[src/sv/interval_timer_three_counters_core_macros.svh]
// assertion macros shared by the timer rtl
`ifndef INTERVAL_TIMER_THREE_COUNTERS_CORE_MACROS_SVH
`define INTERVAL_TIMER_THREE_COUNTERS_CORE_MACROS_SVH

`ifndef ASSERT_OFF
`define ITC_ASSERT(lbl, ck, rs, prop, msg) \
  lbl: assert property (@(posedge ck) disable iff (rs) prop) else $error(msg);
`define ITC_ASSERT_ALWAYS(lbl, ck, prop, msg) \
  lbl: assert property (@(posedge ck) prop) else $error(msg);
`else
`define ITC_ASSERT(lbl, ck, rs, prop, msg)
`define ITC_ASSERT_ALWAYS(lbl, ck, prop, msg)
`endif

`endif

[src/sv/itc_pkg.sv]
package itc_pkg;

  localparam int NUM_CTR_DEFAULT = 3;
  localparam int CTR_MAX = 3;

  typedef enum logic [1:0] {
    OP_TICK  = 2'd0,
    OP_WRITE = 2'd1,
    OP_READ  = 2'd2,
    OP_GATE  = 2'd3
  } op_t;

  localparam logic [1:0] PORT_CTRL = 2'd3;
  localparam logic [1:0] SEL_READBACK = 2'd3;

  // access codes, also used as byte phase of the read/write sequencers
  localparam logic [1:0] RW_LATCH = 2'd0;
  localparam logic [1:0] RW_LSB   = 2'd1;
  localparam logic [1:0] RW_MSB   = 2'd2;
  localparam logic [1:0] RW_BOTH  = 2'd3;

  localparam logic [2:0] MODE_0 = 3'd0;
  localparam logic [2:0] MODE_1 = 3'd1;
  localparam logic [2:0] MODE_2 = 3'd2;
  localparam logic [2:0] MODE_3 = 3'd3;
  localparam logic [2:0] MODE_LAST = 3'd5;
  localparam logic [2:0] MODE_FOLD = 3'd4;

  localparam int FL_BCD      = 0;
  localparam int FL_LATCH    = 1;
  localparam int FL_NEW      = 2;
  localparam int FL_STAT     = 3;
  localparam int FL_COUNTING = 4;
  localparam int FL_UPDATE   = 5;

  localparam logic [16:0] BCD_MAX    = 17'd9999;
  localparam logic [16:0] FULL_COUNT = 17'h10000;

  typedef struct packed {
    logic [16:0] reload;
    logic [16:0] period;
    logic [16:0] phase;
    logic        past;
    logic [15:0] rhold;
    logic [15:0] whold;
    logic [2:0]  mode;
    logic [1:0]  rphase;
    logic [1:0]  wphase;
    logic [5:0]  flags;
  } ctr_t;

  typedef struct packed {
    logic [7:0] status_byte;
    logic       status_locked;
    logic       gate_two;
  } glb_t;

  typedef struct packed {
    op_t        op;
    logic [1:0] port;
    logic [7:0] data;
    logic       gate_level;
  } item_t;

  typedef struct packed {
    logic [7:0] read_data;
    logic       irq0_raise;
    logic       irq0_drop;
    logic       speaker_out;
  } res_t;

  function automatic ctr_t ctr_init(int i);
    ctr_t k;
    k = '0;
    k.flags[FL_LATCH] = 1'b1;
    k.wphase = RW_BOTH;
    case (i)
      0: begin
        k.reload = FULL_COUNT; k.rhold = 16'd0; k.mode = MODE_3; k.rphase = RW_BOTH;
      end
      1: begin
        k.reload = 17'd18; k.rhold = 16'd0; k.mode = MODE_2; k.rphase = RW_LSB;
      end
      default: begin
        k.reload = 17'd1320; k.rhold = 16'd1320; k.mode = MODE_3; k.rphase = RW_BOTH;
      end
    endcase
    k.period = k.reload;
    return k;
  endfunction

  function automatic logic is_div_mode(logic [2:0] m);
    return (m == MODE_2) || (m == MODE_3);
  endfunction

  function automatic logic out_level(ctr_t k);
    logic lv;
    case (k.mode)
      MODE_0:  lv = k.flags[FL_NEW] ? 1'b0 : k.past;
      MODE_2:  lv = k.flags[FL_NEW] ? 1'b1 : (k.phase != '0);
      MODE_3:  lv = k.flags[FL_NEW] ? 1'b1 : ({k.phase, 1'b0} < {1'b0, k.period});
      default: lv = 1'b1;
    endcase
    return lv;
  endfunction

  // phase fed to the divider; square wave counts twice per period
  function automatic logic [16:0] div_phase(ctr_t k);
    logic [17:0] t;
    t = {k.phase, 1'b0};
    if ({1'b0, k.period} < t) t = t - {1'b0, k.period};
    return (k.mode == MODE_3) ? t[16:0] : k.phase;
  endfunction

  // q is phase * reload / period for the rate and square modes
  function automatic ctr_t latch_count(ctr_t k, logic gated_off, logic [16:0] q);
    ctr_t r;
    logic [16:0] dif;
    r = k;
    r.flags[FL_LATCH] = 1'b0;
    dif = k.reload - k.phase;
    if (!(gated_off && k.mode != MODE_1)) begin
      case (k.mode)
        MODE_2: r.rhold = 16'(k.reload - q);
        MODE_3: r.rhold = 16'(k.reload - q) & 16'hfffe;
        MODE_1: begin
          if (k.flags[FL_COUNTING]) r.rhold = k.past ? 16'hffff : dif[15:0];
        end
        default: r.rhold = k.past ? (16'hffff - k.phase[15:0]) : dif[15:0];
      endcase
    end
    return r;
  endfunction

endpackage

[src/sv/interval_timer_three_counters_core.sv]
// three-counter interval timer core, 8254 style, counting input ticks
// input channel: in_valid/in_stall with opcode, port, data, gate_level; one beat
//   is a tick, a port write, a port read or a new gate 2 level
// output channel: out_valid/out_stall, one result beat per input beat, in order,
//   carrying read_data, irq0_raise, irq0_drop and speaker_out
// path: each beat passes through the item register, then the result register
// throughput: one beat per cycle while the output is not stalled, except that a count
//   latch in mode 2 or 3 runs phase * reload / period through a shared multiply and
//   17-step divider, one latched counter at a time, up to three in one read-back command
// while the result register is full and out_stall is high the block still takes
//   one more beat into its item register, then raises in_stall
// reset (rst, synchronous) loads the power-on counts 65536, 18 and 1320, modes
//   3, 2, 3, clears status lock and gate 2 and empties both registers
`include "interval_timer_three_counters_core_macros.svh"

module interval_timer_three_counters_core #(
  parameter int NUM_COUNTERS = itc_pkg::NUM_CTR_DEFAULT
) (
  input  logic       clk,
  input  logic       rst,
  input  logic       in_valid,
  output logic       in_stall,
  input  logic [1:0] opcode,
  input  logic [1:0] port,
  input  logic [7:0] data,
  input  logic       gate_level,
  output logic       out_valid,
  input  logic       out_stall,
  output logic [7:0] read_data,
  output logic       irq0_raise,
  output logic       irq0_drop,
  output logic       speaker_out
);
  import itc_pkg::*;

  item_t                    item_q;
  logic                     iv;
  ctr_t [CTR_MAX-1:0]       ctr, ctr_next;
  glb_t                     glb, glb_next;
  res_t                     res_next;
  logic [CTR_MAX-1:0]       need, qdone, pend;
  logic [CTR_MAX-1:0][16:0] qv;
  logic                     div_run, div_start, div_done;
  logic [16:0]              div_q;
  logic [1:0]               cur, pick;
  logic                     exec_fire, in_take;

  itc_step #(.NUM_COUNTERS(NUM_COUNTERS)) u_step (
    .item    (item_q),
    .ctr_in  (ctr),
    .glb_in  (glb),
    .q       (qv),
    .ctr_out (ctr_next),
    .glb_out (glb_next),
    .res     (res_next),
    .need    (need)
  );

  always_comb begin
    pend = need & ~qdone;
    pick = '0;
    for (int c = CTR_MAX - 1; c >= 0; c--)
      if (pend[c]) pick = 2'(c);
  end

  assign div_start = iv && !div_run && (pend != '0);
  assign exec_fire = iv && !div_run && (pend == '0) && (!out_valid || !out_stall);
  assign in_stall  = iv && !exec_fire;
  assign in_take   = in_valid && !in_stall;

  itc_div u_div (
    .clk   (clk),
    .rst   (rst),
    .start (div_start),
    .ph    (div_phase(ctr[pick])),
    .cnt   (ctr[pick].reload),
    .per   (ctr[pick].period),
    .done  (div_done),
    .q     (div_q)
  );

  always_ff @(posedge clk) begin
    if (rst) begin
      iv <= 1'b0;
      div_run <= 1'b0;
      qdone <= '0;
      out_valid <= 1'b0;
      for (int i = 0; i < CTR_MAX; i++) ctr[i] <= ctr_init(i);
      glb <= '0;
    end else begin
      if (in_take) begin
        iv <= 1'b1;
        item_q <= '{op: op_t'(opcode), port: port, data: data, gate_level: gate_level};
        qdone <= '0;
      end else if (exec_fire) begin
        iv <= 1'b0;
      end
      if (div_start) begin
        div_run <= 1'b1;
        cur <= pick;
      end else if (div_done) begin
        div_run <= 1'b0;
        qdone[cur] <= 1'b1;
        qv[cur] <= div_q;
      end
      if (exec_fire) begin
        ctr <= ctr_next;
        glb <= glb_next;
        out_valid <= 1'b1;
        read_data <= res_next.read_data;
        irq0_raise <= res_next.irq0_raise;
        irq0_drop <= res_next.irq0_drop;
        speaker_out <= res_next.speaker_out;
      end else if (!out_stall) begin
        out_valid <= 1'b0;
      end
    end
  end

  `ITC_ASSERT(a_done_while_run, clk, rst, div_done |-> div_run, "divider done with no request")
  `ITC_ASSERT(a_run_holds_item, clk, rst, div_run |-> iv, "divider running with no item held")
  `ITC_ASSERT(a_qdone_subset, clk, rst, iv |-> ((qdone & ~need) == '0), "stray quotient")
  `ITC_ASSERT(a_irq_exclusive, clk, rst, out_valid |-> !(irq0_raise && irq0_drop), "irq0 raise and drop")

endmodule

[src/sv/itc_div.sv]
module itc_div (
  input  logic        clk,
  input  logic        rst,
  input  logic        start,
  input  logic [16:0] ph,
  input  logic [16:0] cnt,
  input  logic [16:0] per,
  output logic        done,
  output logic [16:0] q
);

  typedef enum logic [1:0] {DV_IDLE, DV_MUL, DV_INIT, DV_RUN} div_state_t;

  div_state_t  state;
  logic [16:0] a, b, d, r, lo;
  logic [33:0] prod;
  logic [4:0]  k;
  logic [17:0] t;
  logic        ge;

  always_comb begin
    t  = {r, lo[16]};
    ge = (t >= {1'b0, d});
  end

  always_ff @(posedge clk) begin
    if (rst) begin
      state <= DV_IDLE;
      done  <= 1'b0;
    end else begin
      done <= 1'b0;
      case (state)
        DV_IDLE: begin
          if (start) begin
            a <= ph;
            b <= cnt;
            d <= per;
            state <= DV_MUL;
          end
        end
        DV_MUL: begin
          prod  <= a * b;
          state <= DV_INIT;
        end
        DV_INIT: begin
          // quotient fits 17 bits, so the top half is already below the divisor
          r     <= prod[33:17];
          lo    <= prod[16:0];
          k     <= 5'd16;
          state <= DV_RUN;
        end
        DV_RUN: begin
          r  <= ge ? 17'(t - {1'b0, d}) : t[16:0];
          q  <= {q[15:0], ge};
          lo <= {lo[15:0], 1'b0};
          if (k == 5'd0) begin
            state <= DV_IDLE;
            done  <= 1'b1;
          end else begin
            k <= k - 5'd1;
          end
        end
        default: state <= DV_IDLE;
      endcase
    end
  end

endmodule

[src/sv/itc_step.sv]
module itc_step #(
  parameter int NUM_COUNTERS = itc_pkg::NUM_CTR_DEFAULT
) (
  input  itc_pkg::item_t                          item,
  input  itc_pkg::ctr_t [itc_pkg::CTR_MAX-1:0]    ctr_in,
  input  itc_pkg::glb_t                           glb_in,
  input  logic [itc_pkg::CTR_MAX-1:0][16:0]       q,
  output itc_pkg::ctr_t [itc_pkg::CTR_MAX-1:0]    ctr_out,
  output itc_pkg::glb_t                           glb_out,
  output itc_pkg::res_t                           res,
  output logic [itc_pkg::CTR_MAX-1:0]             need
);
  import itc_pkg::*;

  ctr_t [CTR_MAX-1:0] s;
  ctr_t               tmp;
  glb_t               gs;
  logic [17:0]        p;
  logic [2:0]         m;
  logic               st_hit;
  logic [1:0]         st_c;
  logic [1:0]         rw;
  logic [7:0]         rd;
  logic               raise, drop;
  logic [CTR_MAX-1:0] req;

  // counters whose count latch needs the divider for this item
  always_comb begin
    req = '0;
    case (item.op)
      OP_READ: begin
        for (int c = 0; c < CTR_MAX; c++)
          if (c == int'(item.port) && c < NUM_COUNTERS && !ctr_in[c].flags[FL_STAT] &&
              ctr_in[c].flags[FL_LATCH]) req[c] = 1'b1;
      end
      OP_WRITE: begin
        if (item.port == PORT_CTRL) begin
          if (item.data[7:6] == SEL_READBACK) begin
            if (!item.data[5])
              for (int c = 0; c < CTR_MAX; c++)
                if (c < NUM_COUNTERS && item.data[c+1]) req[c] = 1'b1;
          end else begin
            for (int c = 0; c < CTR_MAX; c++)
              if (c == int'(item.data[7:6]) && c < NUM_COUNTERS &&
                  item.data[5:4] == RW_LATCH) req[c] = 1'b1;
          end
        end
      end
      OP_GATE: begin
        if (NUM_COUNTERS > 2 && item.gate_level != glb_in.gate_two && !item.gate_level &&
            (ctr_in[2].mode == MODE_0 || is_div_mode(ctr_in[2].mode))) req[2] = 1'b1;
      end
      default: req = '0;
    endcase
    for (int c = 0; c < CTR_MAX; c++)
      need[c] = req[c] && is_div_mode(ctr_in[c].mode) && !(c == 2 && !glb_in.gate_two);
  end

  always_comb begin
    s = ctr_in;
    gs = glb_in;
    rd = '0;
    raise = 1'b0;
    drop = 1'b0;
    p = '0;
    m = '0;
    tmp = '0;
    st_hit = 1'b0;
    st_c = '0;
    rw = '0;
    case (item.op)
      OP_TICK: begin
        for (int c = 0; c < CTR_MAX; c++) begin
          if (c < NUM_COUNTERS && !s[c].flags[FL_NEW]) begin
            p = {1'b0, s[c].phase} + 18'd1;
            if (is_div_mode(s[c].mode)) begin
              if (p >= {1'b0, s[c].period}) begin
                s[c].phase = '0;
                // deferred reload of counter 0 takes effect at the wrap
                if (c == 0 && s[c].flags[FL_UPDATE]) begin
                  s[c].period = (s[c].reload != '0) ? s[c].reload : FULL_COUNT;
                  s[c].flags[FL_UPDATE] = 1'b0;
                end
                if (c == 0) raise = 1'b1;
              end else begin
                s[c].phase = p[16:0];
              end
            end else if (s[c].past) begin
              s[c].phase = {1'b0, p[15:0]};
            end else if (p > {1'b0, s[c].period}) begin
              s[c].past = 1'b1;
              s[c].phase = 17'(p - {1'b0, s[c].period});
              if (c == 0) raise = 1'b1;
            end else begin
              s[c].phase = p[16:0];
            end
          end
        end
      end
      OP_WRITE: begin
        if (item.port == PORT_CTRL) begin
          if (item.data[7:6] == SEL_READBACK) begin
            if (!item.data[5])
              for (int c = 0; c < CTR_MAX; c++)
                if (c < NUM_COUNTERS && item.data[c+1])
                  s[c] = latch_count(s[c], c == 2 && !gs.gate_two, q[c]);
            if (!item.data[4] && !gs.status_locked) begin
              if (item.data[1]) begin
                st_hit = 1'b1; st_c = 2'd0;
              end else if (item.data[2]) begin
                st_hit = 1'b1; st_c = 2'd1;
              end else if (item.data[3]) begin
                st_hit = 1'b1; st_c = 2'd2;
              end
              for (int c = 0; c < CTR_MAX; c++) begin
                if (st_hit && c == int'(st_c) && c < NUM_COUNTERS) begin
                  rw = (s[c].rphase == RW_LATCH) ? RW_BOTH : s[c].rphase;
                  gs.status_byte = {out_level(s[c]), s[c].flags[FL_NEW], rw, s[c].mode,
                                    s[c].flags[FL_BCD]};
                  s[c].flags[FL_STAT] = 1'b1;
                  gs.status_locked = 1'b1;
                end
              end
            end
          end else begin
            for (int c = 0; c < CTR_MAX; c++) begin
              if (c == int'(item.data[7:6]) && c < NUM_COUNTERS) begin
                if (item.data[5:4] == RW_LATCH) begin
                  s[c] = latch_count(s[c], c == 2 && !gs.gate_two, q[c]);
                end else begin
                  if (item.data[0]) begin
                    s[c].flags[FL_BCD] = 1'b1;
                    if (s[c].reload >= BCD_MAX) s[c].reload = BCD_MAX;
                  end else begin
                    s[c].flags[FL_BCD] = 1'b0;
                  end
                  if (s[c].flags[FL_STAT]) begin
                    s[c].flags[FL_STAT] = 1'b0;
                    gs.status_locked = 1'b0;
                  end
                  s[c].flags[FL_UPDATE] = 1'b0;
                  s[c].flags[FL_COUNTING] = 1'b0;
                  s[c].wphase = item.data[5:4];
                  s[c].rphase = item.data[5:4];
                  m = item.data[3:1];
                  if (m > MODE_LAST) m = m - MODE_FOLD;
                  tmp = s[c];
                  if (tmp.mode == MODE_0) tmp.mode = m;
                  if (c == 0) begin
                    if (m == MODE_0) drop = 1'b1;
                    else if (!out_level(tmp)) raise = 1'b1;
                  end
                  s[c].flags[FL_NEW] = 1'b1;
                  s[c].mode = m;
                  s[c].phase = '0;
                  s[c].past = 1'b0;
                end
              end
            end
          end
        end else begin
          for (int c = 0; c < CTR_MAX; c++) begin
            if (c == int'(item.port) && c < NUM_COUNTERS) begin
              case (s[c].wphase)
                RW_LATCH: begin
                  s[c].whold = s[c].whold | {item.data, 8'h00};
                  s[c].wphase = RW_BOTH;
                end
                RW_BOTH: begin
                  s[c].whold = {8'h00, item.data};
                  s[c].wphase = RW_LATCH;
                end
                RW_LSB:  s[c].whold = {8'h00, item.data};
                default: s[c].whold = {item.data, 8'h00};
              endcase
              if (s[c].wphase != RW_LATCH) begin
                if (s[c].whold == '0)
                  s[c].reload = s[c].flags[FL_BCD] ? BCD_MAX : FULL_COUNT;
                else
                  s[c].reload = {1'b0, s[c].whold};
                if (!s[c].flags[FL_NEW] && s[c].mode == MODE_2 && c == 0) begin
                  s[c].flags[FL_UPDATE] = 1'b1;
                end else begin
                  s[c].phase = '0;
                  s[c].past = 1'b0;
                  s[c].period = s[c].reload;
                  s[c].flags[FL_NEW] = 1'b0;
                end
              end
            end
          end
        end
      end
      OP_READ: begin
        for (int c = 0; c < CTR_MAX; c++) begin
          if (c == int'(item.port) && c < NUM_COUNTERS) begin
            if (s[c].flags[FL_STAT]) begin
              s[c].flags[FL_STAT] = 1'b0;
              gs.status_locked = 1'b0;
              rd = gs.status_byte;
            end else begin
              if (s[c].flags[FL_LATCH])
                s[c] = latch_count(s[c], c == 2 && !gs.gate_two, q[c]);
              case (s[c].rphase)
                RW_LATCH: begin
                  rd = s[c].rhold[15:8];
                  s[c].rphase = RW_BOTH;
                  s[c].flags[FL_LATCH] = 1'b1;
                end
                RW_BOTH: begin
                  rd = s[c].rhold[7:0];
                  s[c].rphase = RW_LATCH;
                end
                RW_LSB: begin
                  rd = s[c].rhold[7:0];
                  s[c].flags[FL_LATCH] = 1'b1;
                end
                default: begin
                  rd = s[c].rhold[15:8];
                  s[c].flags[FL_LATCH] = 1'b1;
                end
              endcase
            end
          end
        end
      end
      default: begin
        if (item.gate_level != gs.gate_two) begin
          if (NUM_COUNTERS > 2) begin
            case (s[2].mode)
              MODE_0: begin
                if (item.gate_level) begin
                  s[2].phase = '0;
                  s[2].past = 1'b0;
                end else begin
                  s[2] = latch_count(s[2], !gs.gate_two, q[2]);
                  s[2].reload = {1'b0, s[2].rhold};
                end
              end
              MODE_1: begin
                if (item.gate_level) begin
                  s[2].flags[FL_COUNTING] = 1'b1;
                  s[2].phase = '0;
                  s[2].past = 1'b0;
                end
              end
              MODE_2, MODE_3: begin
                if (item.gate_level) begin
                  s[2].phase = '0;
                  s[2].past = 1'b0;
                end else begin
                  s[2] = latch_count(s[2], !gs.gate_two, q[2]);
                end
              end
              default: s[2] = s[2];
            endcase
          end
          gs.gate_two = item.gate_level;
        end
      end
    endcase
    ctr_out = s;
    glb_out = gs;
    res.read_data = rd;
    res.irq0_raise = raise;
    res.irq0_drop = drop;
    res.speaker_out = (NUM_COUNTERS > 2) ? out_level(s[2]) : 1'b0;
  end

endmodule
[config.mk]
export PLATFORM = sky130hd
export DESIGN_NAME = interval_timer_three_counters_core
export DESIGN_NICKNAME = d
export VERILOG_FILES = /design/src/sv/itc_pkg.sv /design/src/sv/interval_timer_three_counters_core.sv /design/src/sv/itc_div.sv /design/src/sv/itc_step.sv
export VERILOG_INCLUDE_DIRS = /design/src /design/src/sv
export SDC_FILE = /design/constraint.sdc
export NUM_CORES = 2
export LEC_CHECK = 0
export BUFFER_PORTS_ARGS = -buffer_cell sky130_fd_sc_hd__buf_2
export CORE_AREA = 5 5 348 350
export CTS_BUF_LIST = sky130_fd_sc_hd__clkbuf_2
export CTS_CLUSTER_DIAMETER = 60
export DETAILED_ROUTE_END_ITERATION = 8
export DIE_AREA = 0 0 353 355
export GPL_TIMING_DRIVEN = 1
export PLACE_DENSITY_LB_ADDON = 0.1
export SYNTH_ARGS = -nofsm -noshare
export SYNTH_HDL_FRONTEND = slang
export SYNTH_SLANG_ARGS = --single-unit
[constraint.sdc]
create_clock -name clk -period 6.76 [get_ports clk]
set_input_delay 0.338 -clock clk [delete_from_list [all_inputs] [get_ports clk]]
set_output_delay 0.338 -clock clk [all_outputs]
set_load 0.01 [all_outputs]
==> impl_results.md <==
- Clock Pin Slew Worst Setup and Hold Paths: roughly 0.11 ns
- Post-synthesis cell type count: 95
- Row count: 126
- WP data required: between 8 and 9 ns
- Unrepaired setup endpoints after global routing: true
- Via count of the first global-routing pass: 41740
- Worst setup skew after layout: 0.1340 ns
- Vias per Instance: between 5 and 6
- Sequential element share of the synthesized area: 0.2691
- Overall via count from detail_route: ~43000
- Root buf cell: clkbuf_2
- Pwr/cell area: between 150 and 200 mW/mm2
- Die ar.: roughly 0.13 mm2
- CTS tree: done
- DRC violation total after the first TritonRoute iteration: ~4600
- Placed cell count: 7137
- Average instance area after synthesis: 8.280 um2
- Count of TritonRoute iterations in the first routing pass: 9
- Share of the cycle needed by the critical path after routing: 0.9650
- Largest driver fanout on the critical path: 5
- Final standard cell area without fillers: ~0.051 mm2
- Buffers from clock root to sink, at most: 3
- Class of the most critical hold timing path: in -> reg
- Fill cells: roughly 12000
- Total CTS buffers: between 150 and 200
- CP Data Arrival Time: about 7.8 ns
- Top flip-flop cell by instance count after synthesis: dfxtp_1
- First-pass GRT wire length: 271400 um
- Die width: 353 um
- Largest net degree at the start of global routing: 75
- Achievable Freq: 0.1533 GHz
- Detailed Route WL: roughly 180000 um
- Top cell type by total area after synthesis: edfxtp_1
- Number of enable flip-flop cells after synthesis: roughly 210
- Number of hold violations in the final report: 0
- Remaining global-route overflow: 0
- Tot GR Track Use: 0.2863
- Htree depth: 4
- Maximum Capacitance Violations: 0
- Category of the worst setup path capture point: register
- Total negative slack for setup checks: 0 ns
- IR Drop Worst-Case VDD: approximately 120 uV
- Outcome: finished, violations left
- PortBufs: 29
- Sort of element at the start of the critical path: register
- Most used standard cell by instance count after synthesis: inv_1
- Worst slew slack as a fraction of its limit: 0.1970
- Number of non-filler instances in the completed layout: 7472
- Routed length per placed instance: about 25 um
- Detail Placement HPWL: roughly 140000 um
- Yosys warns: 0
- Share of the synthesized area in the top cell type: 0.1378
- Fraction of final layout cells sized beyond drive strength 1: 0.1009
- Final worst path period need: 6.524 ns
- Core Area: about 0.12 mm2
- Transition time at the pin with the least slew margin: around 1.2 ns
- Area delta synth->final: 10.28%
- Sink count of the clock tree: 520
- Source-to-sink clock delay at the later pin of the worst-skew pair: 1.59 ns
- Final estimated routing congestion in global placement: just under 1
- Final count of pins violating max slew: 0
- Cells after synthesis: 5634
- Nets in the synthesized netlist: 6293
- Total setup violations reported at the end of the flow: 0
- Routed Antenna Nets: 0
- Post-synth ARST share: 0
- Standby leakage power: between 20 and 25 nW
- Flip-flop and latch count after synthesis: 520
- Worst setup path category: reg -> reg
- Biggest area contributors in the synthesized netlist: edfxtp_1 14%, dfxtp_1 13%, ha_1 11%
- Failing checks: DRC
- Netlist Area Pre-Place: around 0.047 mm2
- Leading cell types by count after synthesis: 581 x inv_1, 552 x nand2_1, 523 x nor2_1
- Initial standard-cell utilization of the core: 0.3972
- Y dimension of the die: approximately 360 um
- DP Area: 0.04937 mm2
- Final Net Count: 6469
- Top-level I/O count: 30
- DRC Markers: 7
- Setup slack of the worst register-to-register path: 0.24 ns
- Number of antenna violations at the first check in global routing: 12
## final cells by class
type,count,area [um2],share of cell area
Multi-Input combinational cell,4253,30930,0.6013
Sequential cell,520,12550,0.2440
Timing Repair Buffer,294,2326,0.04521
Inverter,588,2207,0.04290
Tap cell,1536,1922,0.03736
Clock buffer,210,1051,0.02043
Clock inverter,62,431.7,0.008391
Antenna cell,9,22.52,0.0004378
## metal layers
| metal | track usage | vias to the layer above | wire, um |
|---|---|---|---|
| met3 | 0.06545 | 339 | 15170 |
| met2 | 0.4550 | 1694 | 82430 |
| met1 | 0.3772 | 20950 | 79250 |
| met5 | 0 | - | 35 |
| met4 | 0.1187 | 6 | 7768 |
| li1 | - | 20110 | - |
## sequential cells by signal, indices dropped and copies added (netlist names), 5 cells and up
signal      flops
ctr           287
qv             48
u_div.prod     34
u_div.a        17
u_div.b        17
u_div.d        17
u_div.lo       17
u_div.r        17
u_div.q        16
item_q         13
glb            10
read_data       8
u_div.k         5
## worst paths after layout
check	start	to	cells after the start
setup / recovery	u_div.b[2]	u_div.prod[33]	25
hold / removal	in_valid	qdone[2]	5
setup reg to reg	u_div.b[2]	u_div.prod[33]	25
hold reg to reg	u_div.q[8]	qv[8]	0
## worst max-delay path, stage by stage, from the launching register on
cell and delay [ns]:
edfxtp_1 0.48, buf_4 0.19, and2_1 0.16, fa_1 0.54
inv_1 0.06, fa_1 0.52, fa_1 0.52, inv_1 0.05
fa_1 0.52, inv_1 0.05, fa_1 0.45, fa_1 0.49
inv_1 0.04, ha_1 0.33, o21a_1 0.14, o21ai_0 0.07
a32oi_1 0.25, nand3_1 0.12, buf_4 0.18, a31oi_1 0.27
o21ai_1 0.17, a31oi_1 0.29, nand2b_1 0.09, nand2_1 0.08
a21oi_1 0.08, xnor2_1 0.13
## repair_timing
action,CTS,global route
buffers inserted,0,4
setup endpoints to repair,0,6
endpoints found under the hold margin,404,0
hold buffers,50,0
gates resized for setup,0,10
## placed cells by master, fill, tap and decap left out, types with 153 or more instances in the layout
cell and instances:
a21oi_1 451, and2_1 153, buf_4 212, clkbuf_2 210
dfxtp_1 306, edfxtp_1 214, fa_1 235, ha_1 403
inv_1 581, nand2_1 552, nor2_1 520, o21ai_0 296
## per-stage QoR
step | setup slack, ns | hold WS [ns] | util | power (mW)
3_3_place_gp | 0.2659 | 0.4353 | 0.4203 | 5.108
5_1_grt | -0.003843 | 0.2880 | 0.4379 | 8.157
4_1_cts | 0.1496 | 0.1515 | 0.4374 | 7.850
3_5_place_dp | 0.2290 | 0.4447 | 0.4203 | 5.107
6_report | 0.2364 | 0.3760 | 0.4380 | 7.770
2_1_floorplan | 0.6490 | 0.4275 | - | 4.530
## kinds of logic (layout without fill, tap and decap cells)
kind of cell | after synthesis | in the layout | share of synthesized area
flops | 520 | 520 | 0.2691
compound gates | 1427 | 1427 | 0.1951
xor+xnor | 199 | 199 | 0.03736
fa+ha+maj | 642 | 642 | 0.2100
simple gates | 1835 | 1835 | 0.1845
buf+inv | 861 | 1154 | 0.06987
other cells | 0 | 9 | 0
mux | 150 | 150 | 0.03415
## power breakdown
group / switching, mW / internal, mW
sequential: 0.0927 / 3.39
combinational: 1.01 / 0.599
clock: 1.61 / 1.06
Power figures use the tool's default switching activity.
